[src/design/ruf_pkg.sv]
package ruf_pkg;

   localparam int MAX_PAYLOAD_DEF = 15;

   localparam int BYTE_W     = 8;
   localparam int FD_W       = 3;
   localparam int VAL_W      = 17;
   localparam int ST_W       = 3;
   localparam int INT_W      = 32;
   localparam int FRAC_W     = 14;
   localparam int CSR_ADDR_W = 3;
   localparam int RSP_W      = 24;

   localparam logic [BYTE_W-1:0] CH_CR    = 8'h0D;
   localparam logic [BYTE_W-1:0] CH_LF    = 8'h0A;
   localparam logic [BYTE_W-1:0] CH_SPACE = 8'h20;
   localparam logic [BYTE_W-1:0] CH_TILDE = 8'h7E;
   localparam logic [BYTE_W-1:0] CH_ZERO  = 8'h30;
   localparam logic [BYTE_W-1:0] CH_NINE  = 8'h39;
   localparam logic [BYTE_W-1:0] CH_MINUS = 8'h2D;
   localparam logic [BYTE_W-1:0] CH_PLUS  = 8'h2B;
   localparam logic [BYTE_W-1:0] CH_POINT = 8'h2E;
   localparam logic [BYTE_W-1:0] CH_COLON = 8'h3A;
   localparam logic [BYTE_W-1:0] CH_SLASH = 8'h2F;
   localparam logic [BYTE_W-1:0] CH_UP_N  = 8'h4E;
   localparam logic [BYTE_W-1:0] CH_LO_N  = 8'h6E;
   localparam logic [BYTE_W-1:0] CH_UP_A  = 8'h41;
   localparam logic [BYTE_W-1:0] CH_LO_A  = 8'h61;

   localparam logic [CSR_ADDR_W-1:0] CSR_FRACTION_DIGITS = 3'd0;
   localparam logic [CSR_ADDR_W-1:0] CSR_MIN_VALUE       = 3'd1;
   localparam logic [CSR_ADDR_W-1:0] CSR_MAX_VALUE       = 3'd2;
   localparam logic [CSR_ADDR_W-1:0] CSR_NA_ALLOWED      = 3'd3;
   localparam logic [CSR_ADDR_W-1:0] CSR_POST_MODE       = 3'd4;

   typedef enum logic [2:0] {
      ST_OK     = 3'd0,
      ST_NA     = 3'd1,
      ST_FRAME  = 3'd2,
      ST_SYNTAX = 3'd3,
      ST_RANGE  = 3'd4
   } status_type;

   typedef enum logic [2:0] {
      PH_START,
      PH_AFTER_SIGN,
      PH_INT,
      PH_AFTER_POINT,
      PH_FRAC,
      PH_COLON
   } phase_type;

   typedef enum logic [2:0] {
      NA_IDLE,
      NA_N,
      NA_NA,
      NA_N_SLASH,
      NA_N_SLASH_A,
      NA_NONE
   } na_type;

   typedef enum logic [1:0] {
      MODE_NONE,
      MODE_INT,
      MODE_MINSEC,
      MODE_KELVIN
   } post_mode_type;

   typedef enum logic [2:0] {
      S_IDLE,
      S_STEP,
      S_FIN1,
      S_FIN2,
      S_FIN3
   } ctrl_state_type;

   typedef struct packed {
      logic capture;
      logic step;
      logic fin1;
      logic fin2;
      logic finish;
   } dp_cmd_type;

   function automatic logic [FRAC_W-1:0] pow10(input logic [FD_W-1:0] n);
      logic [FRAC_W-1:0] r;
      case (n)
         3'd0:    r = 14'd1;
         3'd1:    r = 14'd10;
         3'd2:    r = 14'd100;
         3'd3:    r = 14'd1000;
         default: r = 14'd10000;
      endcase
      return r;
   endfunction

   // largest integer part whose scaled value still fits in 31 bits
   function automatic logic [INT_W-1:0] int_limit(input logic [FD_W-1:0] n);
      logic [INT_W-1:0] r;
      case (n)
         3'd0:    r = 32'd2147483647;
         3'd1:    r = 32'd214748364;
         3'd2:    r = 32'd21474836;
         3'd3:    r = 32'd2147483;
         default: r = 32'd214748;
      endcase
      return r;
   endfunction

endpackage

[src/design/ruf_ctrl.sv]
module ruf_ctrl import ruf_pkg::*; (
   input  logic       clock,
   input  logic       reset,
   input  logic       req_tvalid,
   output logic       req_tready,
   input  logic       req_tlast,
   output logic       rsp_tvalid,
   input  logic       rsp_tready,
   output dp_cmd_type cmd
);

   ctrl_state_type state_ff, state_in;
   logic           last_ff, last_in;
   logic           rsp_valid_ff, rsp_valid_in;
   logic           slot_free;

   assign slot_free = !rsp_valid_ff || rsp_tready;

   always_comb begin
      state_in = state_ff;
      unique case (state_ff)
         S_IDLE: if (req_tvalid) state_in = S_STEP;
         S_STEP: state_in = last_ff ? S_FIN1 : S_IDLE;
         S_FIN1: state_in = S_FIN2;
         S_FIN2: state_in = S_FIN3;
         S_FIN3: if (slot_free) state_in = S_IDLE;
         default: state_in = S_IDLE;
      endcase
   end

   always_comb begin
      req_tready  = 1'b0;
      cmd         = '0;
      unique case (state_ff)
         S_IDLE: begin
            req_tready  = 1'b1;
            cmd.capture = req_tvalid;
         end
         S_STEP: cmd.step = 1'b1;
         S_FIN1: cmd.fin1 = 1'b1;
         S_FIN2: cmd.fin2 = 1'b1;
         S_FIN3: cmd.finish = slot_free;
         default: cmd = '0;
      endcase
   end

   always_comb begin
      last_in = cmd.capture ? req_tlast : last_ff;
      if (cmd.finish) begin
         rsp_valid_in = 1'b1;
      end else if (rsp_tready) begin
         rsp_valid_in = 1'b0;
      end else begin
         rsp_valid_in = rsp_valid_ff;
      end
   end

   always_ff @(posedge clock) begin
      if (reset) begin
         state_ff     <= S_IDLE;
         last_ff      <= 1'b0;
         rsp_valid_ff <= 1'b0;
      end else begin
         state_ff     <= state_in;
         last_ff      <= last_in;
         rsp_valid_ff <= rsp_valid_in;
      end
   end

   assign rsp_tvalid = rsp_valid_ff;

endmodule

[src/design/ruf_dp.sv]
module ruf_dp import ruf_pkg::*; #(
   parameter int MAX_PAYLOAD = MAX_PAYLOAD_DEF
) (
   input  logic                  clock,
   input  logic                  reset,
   input  dp_cmd_type            cmd,
   input  logic [BYTE_W-1:0]     req_byte,
   input  logic                  csr_we,
   input  logic [CSR_ADDR_W-1:0] csr_addr,
   input  logic [VAL_W-1:0]      csr_wdata,
   output logic [RSP_W-1:0]      rsp_word
);

   localparam int CNT_W = $clog2(MAX_PAYLOAD + 2);
   localparam logic [CNT_W-1:0] CNT_MAX = CNT_W'(MAX_PAYLOAD);

   // configuration
   logic [FD_W-1:0]         fd_ff, fd_in;
   logic signed [VAL_W-1:0] min_ff, min_in;
   logic signed [VAL_W-1:0] max_ff, max_in;
   logic                    na_en_ff, na_en_in;
   post_mode_type           mode_ff, mode_in;

   // reply state
   logic [BYTE_W-1:0]   byte_ff, byte_in;
   logic [2*BYTE_W-1:0] win_ff, win_in;
   logic [1:0]          fill_ff, fill_in;
   logic [CNT_W-1:0]    cnt_ff, cnt_in;
   phase_type           phase_ff, phase_in;
   logic                neg_ff, neg_in;
   logic [INT_W-1:0]    int_ff, int_in;
   logic [FRAC_W-1:0]   frac_ff, frac_in;
   logic [FD_W-1:0]     fcnt_ff, fcnt_in;
   na_type              na_ff, na_in;
   status_type          err_ff, err_in;

   // finish pipeline
   logic [INT_W-1:0]        prod_ff, prod_in;
   logic [FRAC_W-1:0]       fracs_ff, fracs_in;
   logic signed [INT_W:0]   scaled_ff, scaled_in;
   logic [RSP_W-1:0]        out_ff, out_in;

   logic [FD_W-1:0]         fd;
   logic [BYTE_W-1:0]       ch;
   logic                    is_digit, printable, is_n, is_a, phase_open;
   logic [3:0]              dig;
   logic [INT_W+3:0]        int_sum;
   logic                    int_over;
   logic [FRAC_W+3:0]       frac_sum;
   na_type                  na_next;
   logic [INT_W+FRAC_W-1:0] prod_full;
   logic [2*FRAC_W-1:0]     fracs_full;
   logic [INT_W:0]          sum_ext;
   logic signed [VAL_W-1:0] s17;
   logic signed [VAL_W:0]   int_val;
   logic signed [23:0]      s24, min_sec;
   logic signed [VAL_W:0]   kelvin;
   logic [VAL_W-1:0]        post_val;
   logic                    out_of_range;
   status_type              fin_st;

   assign fd         = (fd_ff > 3'd4) ? 3'd4 : fd_ff;
   assign ch         = win_ff[2*BYTE_W-1:BYTE_W];
   assign is_digit   = (ch >= CH_ZERO) && (ch <= CH_NINE);
   assign printable  = (ch >= CH_SPACE) && (ch <= CH_TILDE);
   assign is_n       = (ch == CH_UP_N) || (ch == CH_LO_N);
   assign is_a       = (ch == CH_UP_A) || (ch == CH_LO_A);
   assign dig        = ch[3:0];
   assign phase_open = (phase_ff == PH_START) || (phase_ff == PH_AFTER_SIGN) ||
                       (phase_ff == PH_AFTER_POINT);

   assign int_sum  = ({4'b0, int_ff} << 3) + ({4'b0, int_ff} << 1) + {32'b0, dig};
   assign int_over = int_sum > {4'b0, int_limit(fd)};
   assign frac_sum = ({4'b0, frac_ff} << 3) + ({4'b0, frac_ff} << 1) + {14'b0, dig};

   always_comb begin
      case (na_ff)
         NA_IDLE:    na_next = is_n ? NA_N : NA_NONE;
         NA_N:       na_next = is_a ? NA_NA : ((ch == CH_SLASH) ? NA_N_SLASH : NA_NONE);
         NA_N_SLASH: na_next = is_a ? NA_N_SLASH_A : NA_NONE;
         default:    na_next = NA_NONE;
      endcase
   end

   // configuration writes
   always_comb begin
      fd_in    = fd_ff;
      min_in   = min_ff;
      max_in   = max_ff;
      na_en_in = na_en_ff;
      mode_in  = mode_ff;
      if (csr_we) begin
         unique case (csr_addr)
            CSR_FRACTION_DIGITS: fd_in    = csr_wdata[FD_W-1:0];
            CSR_MIN_VALUE:       min_in   = csr_wdata;
            CSR_MAX_VALUE:       max_in   = csr_wdata;
            CSR_NA_ALLOWED:      na_en_in = csr_wdata[0];
            CSR_POST_MODE:       mode_in  = post_mode_type'(csr_wdata[1:0]);
            default:             fd_in    = fd_ff;
         endcase
      end
   end

   // byte parse step on the oldest byte of the window; finish clears the reply state
   always_comb begin
      byte_in  = cmd.capture ? req_byte : byte_ff;
      win_in   = win_ff;
      fill_in  = fill_ff;
      cnt_in   = cnt_ff;
      phase_in = phase_ff;
      neg_in   = neg_ff;
      int_in   = int_ff;
      frac_in  = frac_ff;
      fcnt_in  = fcnt_ff;
      na_in    = na_ff;
      err_in   = err_ff;
      if (cmd.finish) begin
         win_in   = '0;
         fill_in  = '0;
         cnt_in   = '0;
         phase_in = PH_START;
         neg_in   = 1'b0;
         int_in   = '0;
         frac_in  = '0;
         fcnt_in  = '0;
         na_in    = NA_IDLE;
         err_in   = ST_OK;
      end else if (cmd.step) begin
         win_in  = {win_ff[BYTE_W-1:0], byte_ff};
         fill_in = (fill_ff == 2'd2) ? 2'd2 : fill_ff + 2'd1;
         if (fill_ff == 2'd2) begin
            if (cnt_ff <= CNT_MAX) cnt_in = cnt_ff + 1'b1;
            if (!printable) begin
               err_in = ST_FRAME;
            end else begin
               na_in = na_next;
               if (phase_ff == PH_COLON) begin
                  phase_in = PH_COLON;
               end else if (mode_ff == MODE_MINSEC && ch == CH_COLON) begin
                  if (phase_open && err_ff == ST_OK) err_in = ST_SYNTAX;
                  phase_in = PH_COLON;
               end else if (err_ff == ST_OK) begin
                  case (phase_ff) inside
                     PH_START: begin
                        if (ch == CH_MINUS) begin
                           neg_in   = 1'b1;
                           phase_in = PH_AFTER_SIGN;
                        end else if (ch == CH_PLUS) begin
                           phase_in = PH_AFTER_SIGN;
                        end else if (is_digit) begin
                           if (int_over) err_in = ST_RANGE;
                           else int_in = int_sum[INT_W-1:0];
                           phase_in = PH_INT;
                        end else begin
                           err_in = ST_SYNTAX;
                        end
                     end
                     PH_AFTER_SIGN: begin
                        if (is_digit) begin
                           if (int_over) err_in = ST_RANGE;
                           else int_in = int_sum[INT_W-1:0];
                           phase_in = PH_INT;
                        end else begin
                           err_in = ST_SYNTAX;
                        end
                     end
                     PH_INT: begin
                        if (is_digit) begin
                           if (int_over) err_in = ST_RANGE;
                           else int_in = int_sum[INT_W-1:0];
                        end else if (ch == CH_POINT) begin
                           phase_in = PH_AFTER_POINT;
                        end else begin
                           err_in = ST_SYNTAX;
                        end
                     end
                     PH_AFTER_POINT, PH_FRAC: begin
                        if (is_digit) begin
                           if (fcnt_ff < fd) begin
                              frac_in = frac_sum[FRAC_W-1:0];
                              fcnt_in = fcnt_ff + 3'd1;
                           end
                           phase_in = PH_FRAC;
                        end else begin
                           err_in = ST_SYNTAX;
                        end
                     end
                     default: err_in = ST_SYNTAX;
                  endcase
               end
            end
         end
      end
   end

   // finish: scale, sign, range check and post step
   assign prod_full  = int_ff * pow10(fd);
   assign fracs_full = frac_ff * pow10(fd - fcnt_ff);
   assign prod_in    = cmd.fin1 ? prod_full[INT_W-1:0] : prod_ff;
   assign fracs_in   = cmd.fin1 ? fracs_full[FRAC_W-1:0] : fracs_ff;
   assign sum_ext    = {1'b0, prod_ff} + {19'b0, fracs_ff};
   assign scaled_in  = cmd.fin2 ? (neg_ff ? -$signed(sum_ext) : $signed(sum_ext)) : scaled_ff;

   assign out_of_range = (scaled_ff < $signed({{16{min_ff[VAL_W-1]}}, min_ff})) ||
                         (scaled_ff > $signed({{16{max_ff[VAL_W-1]}}, max_ff}));

   assign s17     = scaled_ff[VAL_W-1:0];
   assign int_val = neg_ff ? -$signed({1'b0, int_ff[VAL_W-1:0]})
                           : $signed({1'b0, int_ff[VAL_W-1:0]});
   assign s24     = {{7{s17[VAL_W-1]}}, s17};
   assign min_sec = (s24 <<< 6) - (s24 <<< 2);
   assign kelvin  = {s17[VAL_W-1], s17} + 18'sd2731;

   always_comb begin
      case (mode_ff)
         MODE_INT: post_val = int_val[VAL_W-1:0];
         MODE_MINSEC: begin
            if (min_sec > 24'sd65535)       post_val = 17'h0FFFF;
            else if (min_sec < -24'sd65536) post_val = 17'h10000;
            else                            post_val = min_sec[VAL_W-1:0];
         end
         MODE_KELVIN: begin
            if (kelvin < 18'sd0)          post_val = '0;
            else if (kelvin > 18'sd65535) post_val = 17'h0FFFF;
            else                          post_val = kelvin[VAL_W-1:0];
         end
         default: post_val = s17;
      endcase
   end

   always_comb begin
      if (fill_ff != 2'd2 || win_ff != {CH_CR, CH_LF}) begin
         fin_st = ST_FRAME;
      end else if (cnt_ff == '0 || cnt_ff > CNT_MAX) begin
         fin_st = ST_FRAME;
      end else if (err_ff == ST_FRAME) begin
         fin_st = ST_FRAME;
      end else if (na_en_ff && (na_ff == NA_NA || na_ff == NA_N_SLASH_A)) begin
         fin_st = ST_NA;
      end else if (mode_ff == MODE_MINSEC && phase_ff != PH_COLON) begin
         fin_st = ST_SYNTAX;
      end else if (err_ff != ST_OK) begin
         fin_st = err_ff;
      end else if (phase_open) begin
         fin_st = ST_SYNTAX;
      end else if (out_of_range) begin
         fin_st = ST_RANGE;
      end else begin
         fin_st = ST_OK;
      end
   end

   assign out_in = cmd.finish
      ? {4'b0, ((fin_st == ST_OK) ? post_val : {VAL_W{1'b0}}), fin_st}
      : out_ff;

   always_ff @(posedge clock) begin
      if (reset) begin
         fd_ff    <= 3'd2;
         min_ff   <= '0;
         max_ff   <= 17'sd65535;
         na_en_ff <= 1'b1;
         mode_ff  <= MODE_NONE;
         win_ff   <= '0;
         fill_ff  <= '0;
         cnt_ff   <= '0;
         phase_ff <= PH_START;
         neg_ff   <= 1'b0;
         int_ff   <= '0;
         frac_ff  <= '0;
         fcnt_ff  <= '0;
         na_ff    <= NA_IDLE;
         err_ff   <= ST_OK;
      end else begin
         fd_ff    <= fd_in;
         min_ff   <= min_in;
         max_ff   <= max_in;
         na_en_ff <= na_en_in;
         mode_ff  <= mode_in;
         win_ff   <= win_in;
         fill_ff  <= fill_in;
         cnt_ff   <= cnt_in;
         phase_ff <= phase_in;
         neg_ff   <= neg_in;
         int_ff   <= int_in;
         frac_ff  <= frac_in;
         fcnt_ff  <= fcnt_in;
         na_ff    <= na_in;
         err_ff   <= err_in;
      end
   end

   always_ff @(posedge clock) begin
      byte_ff   <= byte_in;
      prod_ff   <= prod_in;
      fracs_ff  <= fracs_in;
      scaled_ff <= scaled_in;
      out_ff    <= out_in;
   end

   assign rsp_word = out_ff;

endmodule

[src/design/reply_decimal_field_parser_unit.sv]
// Each reply word is accepted, then one parse step runs on the window's oldest byte.
// A word with tlast then runs FIN1 (scale multiply), FIN2 (sign) and FIN3 (range, post step);
// rsp_tvalid is registered from FIN3, and no new word is taken until FIN3 completes.
// A result waiting in the output register stalls only the next finishing word.
// Synchronous active-high reset restores register defaults and clears all parse state.
module reply_decimal_field_parser_unit import ruf_pkg::*; #(
   parameter int MAX_PAYLOAD = MAX_PAYLOAD_DEF
) (
   input  logic                  clock,
   input  logic                  reset,
   input  logic                  req_tvalid,
   output logic                  req_tready,
   input  logic [7:0]            req_tdata,   // [7:0] reply_byte
   input  logic                  req_tlast,   // reply_end
   output logic                  rsp_tvalid,
   input  logic                  rsp_tready,
   output logic [RSP_W-1:0]      rsp_tdata,   // [2:0] status, [19:3] value, [23:20] zero
   input  logic                  csr_we,
   input  logic [CSR_ADDR_W-1:0] csr_addr,
   input  logic [VAL_W-1:0]      csr_wdata
);

   dp_cmd_type cmd;

   ruf_ctrl u_ctrl (
      .clock      (clock),
      .reset      (reset),
      .req_tvalid (req_tvalid),
      .req_tready (req_tready),
      .req_tlast  (req_tlast),
      .rsp_tvalid (rsp_tvalid),
      .rsp_tready (rsp_tready),
      .cmd        (cmd)
   );

   ruf_dp #(
      .MAX_PAYLOAD (MAX_PAYLOAD)
   ) u_dp (
      .clock     (clock),
      .reset     (reset),
      .cmd       (cmd),
      .req_byte  (req_tdata),
      .csr_we    (csr_we),
      .csr_addr  (csr_addr),
      .csr_wdata (csr_wdata),
      .rsp_word  (rsp_tdata)
   );

endmodule

[config.mk]
export PLATFORM = sky130hd
export DESIGN_NAME = reply_decimal_field_parser_unit
export DESIGN_NICKNAME = d
export VERILOG_FILES = /design/src/design/ruf_pkg.sv /design/src/design/ruf_ctrl.sv /design/src/design/ruf_dp.sv /design/src/design/reply_decimal_field_parser_unit.sv
export SDC_FILE = /design/constraint.sdc
export NUM_CORES = 2
export LEC_CHECK = 0
export ABC_AREA = 1
export BUFFER_PORTS_ARGS = -buffer_cell sky130_fd_sc_hd__buf_2
export CAP_MARGIN = 30
export CORE_MARGIN = 2
export CORE_UTILIZATION = 45
export CTS_CLUSTER_DIAMETER = 150
export DETAILED_ROUTE_END_ITERATION = 10
export PLACE_DENSITY = 0.72
export RECOVER_POWER = 50
export SYNTH_ARGS = -nofsm -noshare
export SYNTH_HDL_FRONTEND = slang
export SYNTH_SLANG_ARGS = --single-unit
[constraint.sdc]
create_clock -name clock -period 17.5 [get_ports clock]
set_input_delay 3.5 -clock clock [delete_from_list [all_inputs] [get_ports clock]]
set_output_delay 3.5 -clock clock [all_outputs]
set_load 0.03 [all_outputs]
### Yosys cells after proc, flatten, opt, wreduce, memory -nomap -nowiden

Cells that the tools add are included.

| storage, ports and cells | value |
|---|---|
| bits in registers | 234 |
| output and inout port bits | 26 |
| logic and storage cells | 231 |
| input port bits | 34 |

| operators by class | value |
|---|---|
| bitwise gates (word level) | 5 |
| add/subtract/negate cells | 13 |
| $lt $le $gt $ge | 15 |
| reductions and logical operators | 46 |
| eq/ne operators | 53 |
| $mul | 2 |
| muxes and demuxes | 73 |

Operators with widths:

| cell | number |
|---|---|
| two-way mux 32 bit | 7 |
| two-way mux 3 bit | 43 |
| case mux 31 bit (4 select lines) | 1 |
| case mux 14 bit (4 select lines) | 2 |
| two-way mux 17 bit | 5 |
| case mux 17 bit (3 select lines) | 1 |
| == test 8 x 6 -> 1 bit, second input constant | 5 |
| == test 3 x 2 -> 1 bit, second input constant | 13 |
| adder 35 x 33 -> 36 bit | 1 |
| adder 36 x 4 -> 36 bit | 1 |
| > comparator 36 x 31 -> 1 bit | 1 |
| adder 32 x 14 -> 33 bit | 1 |
| > comparator 33 x 17 -> 1 bit | 1 |
| < comparator 33 x 17 -> 1 bit | 1 |
| two-way mux 33 bit | 1 |
| negator 33 bit | 1 |
| == test 8 x 7 -> 1 bit, second input constant | 4 |
| multiplier 32 x 14 -> 32 bit | 1 |
| > comparator 24 x 17 -> 1 bit, second input constant | 1 |
| zero test 3 bit | 8 |
| < comparator 24 x 17 -> 1 bit, second input constant | 1 |
| subtractor 23 x 19 -> 24 bit | 1 |
| adder 17 x 13 -> 18 bit, second input constant | 1 |
| == test 3 x 1 -> 1 bit, second input constant | 6 |
| 47 further kinds | 99 |

### Longest topological paths before layout

| depth | value |
|---|---|
| depth after elaboration | 14 |
| gate-level depth with buffers | 36 |
| mapped depth without buffers | 35 |

### Cells and area by module

From an unflattened synthesis, not the netlist that was laid out.

| second synthesis, totals | value |
|---|---|
| cells, all modules | 3,978 |
| area, all modules | 30,157.7 µm² |

By module, submodules not included:

| module | area each (µm²) | cells an instance | sequential area each (µm²) | times used |
|---|---|---|---|---|
| ruf_dp | 29,892.4 | 3,938 | 5,655.4 | 1 |
| ruf_ctrl | 265.3 | 40 | 100.1 | 1 |

### Least setup slack after synthesis

Ideal clock, no wire load.

| timing | value |
|---|---|
| path type | flip-flop to flip-flop |
| start point | register u_dp.fd_ff[1] |
| end point | register u_dp.fracs_ff[13] (data pin) |
| buffers on the path | 3 |
| clock period less this slack | 6,670 ps |
| arrival | 6,412 ps |
| cell stages (with the launch flop) | 30 |
| library setup time | 258 ps |
| data required time | 17,242 ps |
| slack | 10,830 ps |
| path through | dfxtp_1 buf_2 inv_2 nor2_2 clkbuf_1 clkbuf_1 fa_1 inv_1 nor2_2 nand2_1 nor2_1 fa_1 inv_1 fa_1 inv_1 fa_1 inv_1 fa_1 inv_1 fa_1 inv_1 fa_1 inv_1 ha_1 nand2_1 o21ai_0 a21oi_1 nor2_1 nor2_1 xnor2_1 |

| on the way | value |
|---|---|
| word-level cells in the longest chain between the ends | 6 |
| elaborated cells on any way between the ends | 9 |
| those cells by class | add/sub (1); mul (1); order compare (1); eq/ne (3); mux (2); reduce/logical (1) |

Ends and longest elaborated chain:

| item | RTL line | source |
|---|---|---|
| start, declared | ruf_dp.sv:18 | `logic [FD_W-1:0] fd_ff, fd_in;` |
| start signal, assigned | ruf_dp.sv:275 | `fd_ff <= fd_in;` |
| > comparator 3 bit | ruf_dp.sv:62 | `assign fd = (fd_ff > 3'd4) ? 3'd4 : fd_ff;` |
| two-way mux 3 bit (*) | ruf_dp.sv:62 |  |
| subtractor 3 bit (*) | ruf_dp.sv:198 | `assign fracs_full = frac_ff * pow10(fd - fcnt_ff);` |
| == test 3 x 2 -> 1 bit, or another cell as far along | ruf_pkg.sv:87 | `case (n)` |
| case mux 14 bit (4 select lines) (*) | ruf_pkg.sv:87 |  |
| multiplier 14 x 14 -> 14 bit (*) | ruf_dp.sv:198 |  |
| via u_dp.fracs_full[13] | ruf_dp.sv:52 | `logic [2*FRAC_W-1:0] fracs_full;` |
| end signal, assigned | ruf_dp.sv:296 | `fracs_ff <= fracs_in;` |
| end, declared | ruf_dp.sv:39 | `logic [FRAC_W-1:0] fracs_ff, fracs_in;` |

The timed path passes the listed nets; every way through them passes the cells marked *.
A chain may end at the register's enable or synchronous reset.

### Worst setup path after layout

| timing | value |
|---|---|
| start point | register u_dp.fd_ff[2] |
| end point | register u_dp.prod_ff[28] (data pin) |

| on the way | value |
|---|---|
| word-level cells in the longest chain between the ends | 5 |
| elaborated cells on any way between the ends | 8 |
| those cells by class | mul (1); order compare (1); eq/ne (3); mux (2); reduce/logical (1) |

Ends and longest elaborated chain:

| item | RTL line | source |
|---|---|---|
| > comparator 3 bit | ruf_dp.sv:62 |  |
| two-way mux 3 bit (*) | ruf_dp.sv:62 |  |
| == test 3 x 2 -> 1 bit, or another cell as far along | ruf_pkg.sv:87 |  |
| case mux 14 bit (4 select lines) (*) | ruf_pkg.sv:87 |  |
| multiplier 32 x 14 -> 32 bit (*) | ruf_dp.sv:197 | `assign prod_full = int_ff * pow10(fd);` |
| via u_dp.prod_full[28] | ruf_dp.sv:51 | `logic [INT_W+FRAC_W-1:0] prod_full;` |
| end signal, assigned | ruf_dp.sv:295 | `prod_ff <= prod_in;` |
| end, declared | ruf_dp.sv:38 | `logic [INT_W-1:0] prod_ff, prod_in;` |

Marks and branches as above.

==> impl_metrics.yaml <==
drt:
  via_per_inst: 5.38
  drcViolationCount: 0
  final_antenna_net_count: 0
  first_pass_iters: 6
  drt-initial-drc-count: 2216
  vias: 26000
  drt-wirelength-per-cell_microns: 17.0
  wl_mm: 82.3
setup_path:
  endpoint_kind: "register"
  crit_buf_inv: 8
  critPathLaunch: "u_dp.fd_ff[2]"
  r2r-end: "u_dp.prod_ff[28]"
  cp.required_ns: 17.84
  endpoint: "u_dp.prod_ff[28]"
  timing_worst_setup_path_type: "reg -> reg"
  r2r_start: "u_dp.fd_ff[2]"
  reg2reg_slack_ns: 8.06
  path_common_cell: "inv_1"
  start_kind: "register"
  cp_top_family: "simple AND/OR/NAND/NOR gates"
  slowest_delay_ns: 1.76
  path_depth: 28
  rr_worst_depth: 28
  arrival_ns: 9.78
  slowest_stage: "nor2_1"
  path_max_fanout: 28
sta:
  max_freq_ghz: 0.106
  worst_pin_slew_ns: 2.57
  relSlewSlack: -0.710
  fin_skew_ns: 0.0210
  hold_viol: 0
  setup_violations: 0
  finalCriticalPeriod_ns: 9.44
  rsz0062_at_grt: "false"
  period_share: 0.539
  drv_slew: 174
  setup_tns_ns: 0
grt:
  antenna_found_initial: 1
  grtUsageTotal: 0.239
  gr-total-overflow: 0
  grt_pass1_vias: 26000
  grt_max_degree: 63
  grt_pass1_wl_mm: 135
outcome:
  status: "finished, violations left"
  failed_checks: "capacitance limit, slew limit"
synth:
  synth_xor_xnor_area_share: 0.0493
  synth_compound_area_frac: 0.109
  synth_edf_count: 107
  synthMuxAreaShare: 0
  ys_seq_area_frac: 0.190
  ys_warn_count: 0
  synthAdderAreaFrac: 0.334
  synth-simple-area-share: 0.215
  synth-async-reset-ratio: 0
  netlist_area_sq_um: 30400
  synth_cell_types: 72
  synth_flop_cell: "dfxtp_1"
  ys_ff_latch: 234
  synth_top_family_by_area: "adder cells"
  syn_inst: 3915
  syn_avg_cell_area_sq_um: 7.75
clock_tree:
  cts.repair.resized: 0
  htree_levels: 1
  cts_tree: "yes"
  root_buffer: "clkbuf_16"
  clock-sinks: 234
  insertion_delay_ns: 0.59
  clk_pin_slew_ns: 0.07
  postCtsHoldBufs: 0
  cts-buffers-inserted: 30
  post_cts.repair.setup_buffers: 0
  clock_path_buffers: 3
floorplan:
  coreArea_sq_um: 66900
  die_area_sq_um: 69600
  io_pins: 60
  dieHeight_microns: 264
  die_w_microns: 264
  rows: 95
  start_util: 0.454
placed_design:
  gp_congestion: 0.959
  io_buffer_count: 55
  place_hpwl_mm: 66.5
job:
  maxCapViolCount: 5
finish:
  multi_input_area_sq_um: 21400
  ff_latch_area_sq_um: 5760
  diodes: 0
  area_delta_synth_final_pct: 7.02
  nFillCells: 6525
  nNetsFinal: 4598
  drive_gt1_frac: 0.0670
power_and_ir_drop:
  powerDensity_nw_per_um2: 42.3
  power.total_mw: 1.37
  ir_worst_vdd_mv: 0.0700
  p_leak_nw: 15.7
min_path:
  hold_class: "reg -> reg"
cell type report:
class / instances / share of cell area
repair buffers: 77 / 0.0129
clock buffers: 34 / 0.0248
well taps: 873 / 0.0336
multi-input cells: 2878 / 0.660
flip-flops and latches: 234 / 0.177
inverters: 710 / 0.0821
clock inverters: 22 / 0.00963
stage by stage:
step                hold slack [ns]  instances  area [sq um]  utilization  setup slack [ns]
global placement              0.446       4770         31400        0.470             10.00
CTS                           0.460       4828         32600        0.487              9.80
global route                  0.491       4828         32500        0.485              7.38
finish                        0.460       4828         32500        0.485              8.06
floorplan                     0.433       3918         30400            -             10.83
detailed placement            0.451       4772         31400        0.470              9.83
synth_stat cells, types with 48 or more instances:
cell type | n | area (sq um)
nor2_1 | 382 | 1430
nor3_1 | 68 | 340
nand2_1 | 744 | 2790
xnor2_1 | 48 | 420
dfxtp_1 | 127 | 2540
nand3_1 | 90 | 450
inv_1 | 691 | 2590
ha_1 | 339 | 4240
o21ai_0 | 132 | 661
a21oi_1 | 312 | 1560
edfxtp_1 | 107 | 3210
xor2_1 | 119 | 1040
clkbuf_1 | 53 | 199
fa_1 | 294 | 5890
sequential cells by signal, indices dropped and copies added (netlist names), 8 cells and up:
name	flops
u_dp.rsp_word	20
u_dp.min_ff	17
u_dp.byte_ff	8
u_dp.int_ff	32
u_dp.scaled_ff	33
u_dp.prod_ff	32
u_dp.win_ff	16
u_dp.max_ff	17
u_dp.frac_ff	14
u_dp.fracs_ff	14
routing by layer:
layer,track usage,wire (microns),vias to the layer above
met5,0,0,-
met4,0.0777,2980,0
met3,0.0281,4900,189
met2,0.407,38800,827
met1,0.316,35600,12400
li1,-,-,12600
cell usage in the layout, fill, tap and decap left out, types with 17 or more instances in the layout:
cell type / count
nand4_1: 47
inv_1: 691
a21oi_1: 312
fa_1: 294
nand2_1: 745
nor2_1: 385
nor2_2: 39
dfxtp_1: 127
edfxtp_1: 107
clkbuf_16: 31
ha_1: 339
nand3b_1: 17
nor3_1: 66
xnor2_1: 48
buf_2: 54
o21ai_0: 136
o211ai_1: 27
nand3_1: 92
xor2_1: 119
tightest hold or removal path, cell delays in order, from the launching register on:
cell and delay, ns:
dfxtp_1 0.30, inv_1 0.06, a21oi_1 0.06
where the power goes:
group          switching (mW)  internal (mW)
Clock                   0.268          0.435
Combinational          0.0633         0.0261
Sequential            0.00497          0.576
how the worst min path moves through the flow:
stage / startpoint / end / slack, ns / cells after the start
3_5_place_dp: u_dp.min_ff[2] / u_dp.min_ff[2] / 0.45 / 2
4_1_cts: u_dp.min_ff[2] / u_dp.min_ff[2] / 0.46 / 2
3_3_place_gp: u_dp.min_ff[2] / u_dp.min_ff[2] / 0.45 / 2
2_1_floorplan: u_dp.max_ff[0] / u_dp.max_ff[0] / 0.43 / 2
5_1_grt: u_dp.min_ff[1] / u_dp.min_ff[1] / 0.49 / 2
6_report: u_dp.min_ff[2] / u_dp.min_ff[2] / 0.46 / 2
cells by family after synthesis:
| group | count (synthesis) |
|---|---|
| flip-flops | 234 |
| other | 1 |
| buffers and inverters | 806 |
| adder cells (fa/ha/maj) | 633 |
| AO/OA/AOI/OAI | 588 |
| AND/OR/NAND/NOR | 1484 |
| XOR/XNOR | 169 |
Power figures use the tool's default switching activity.
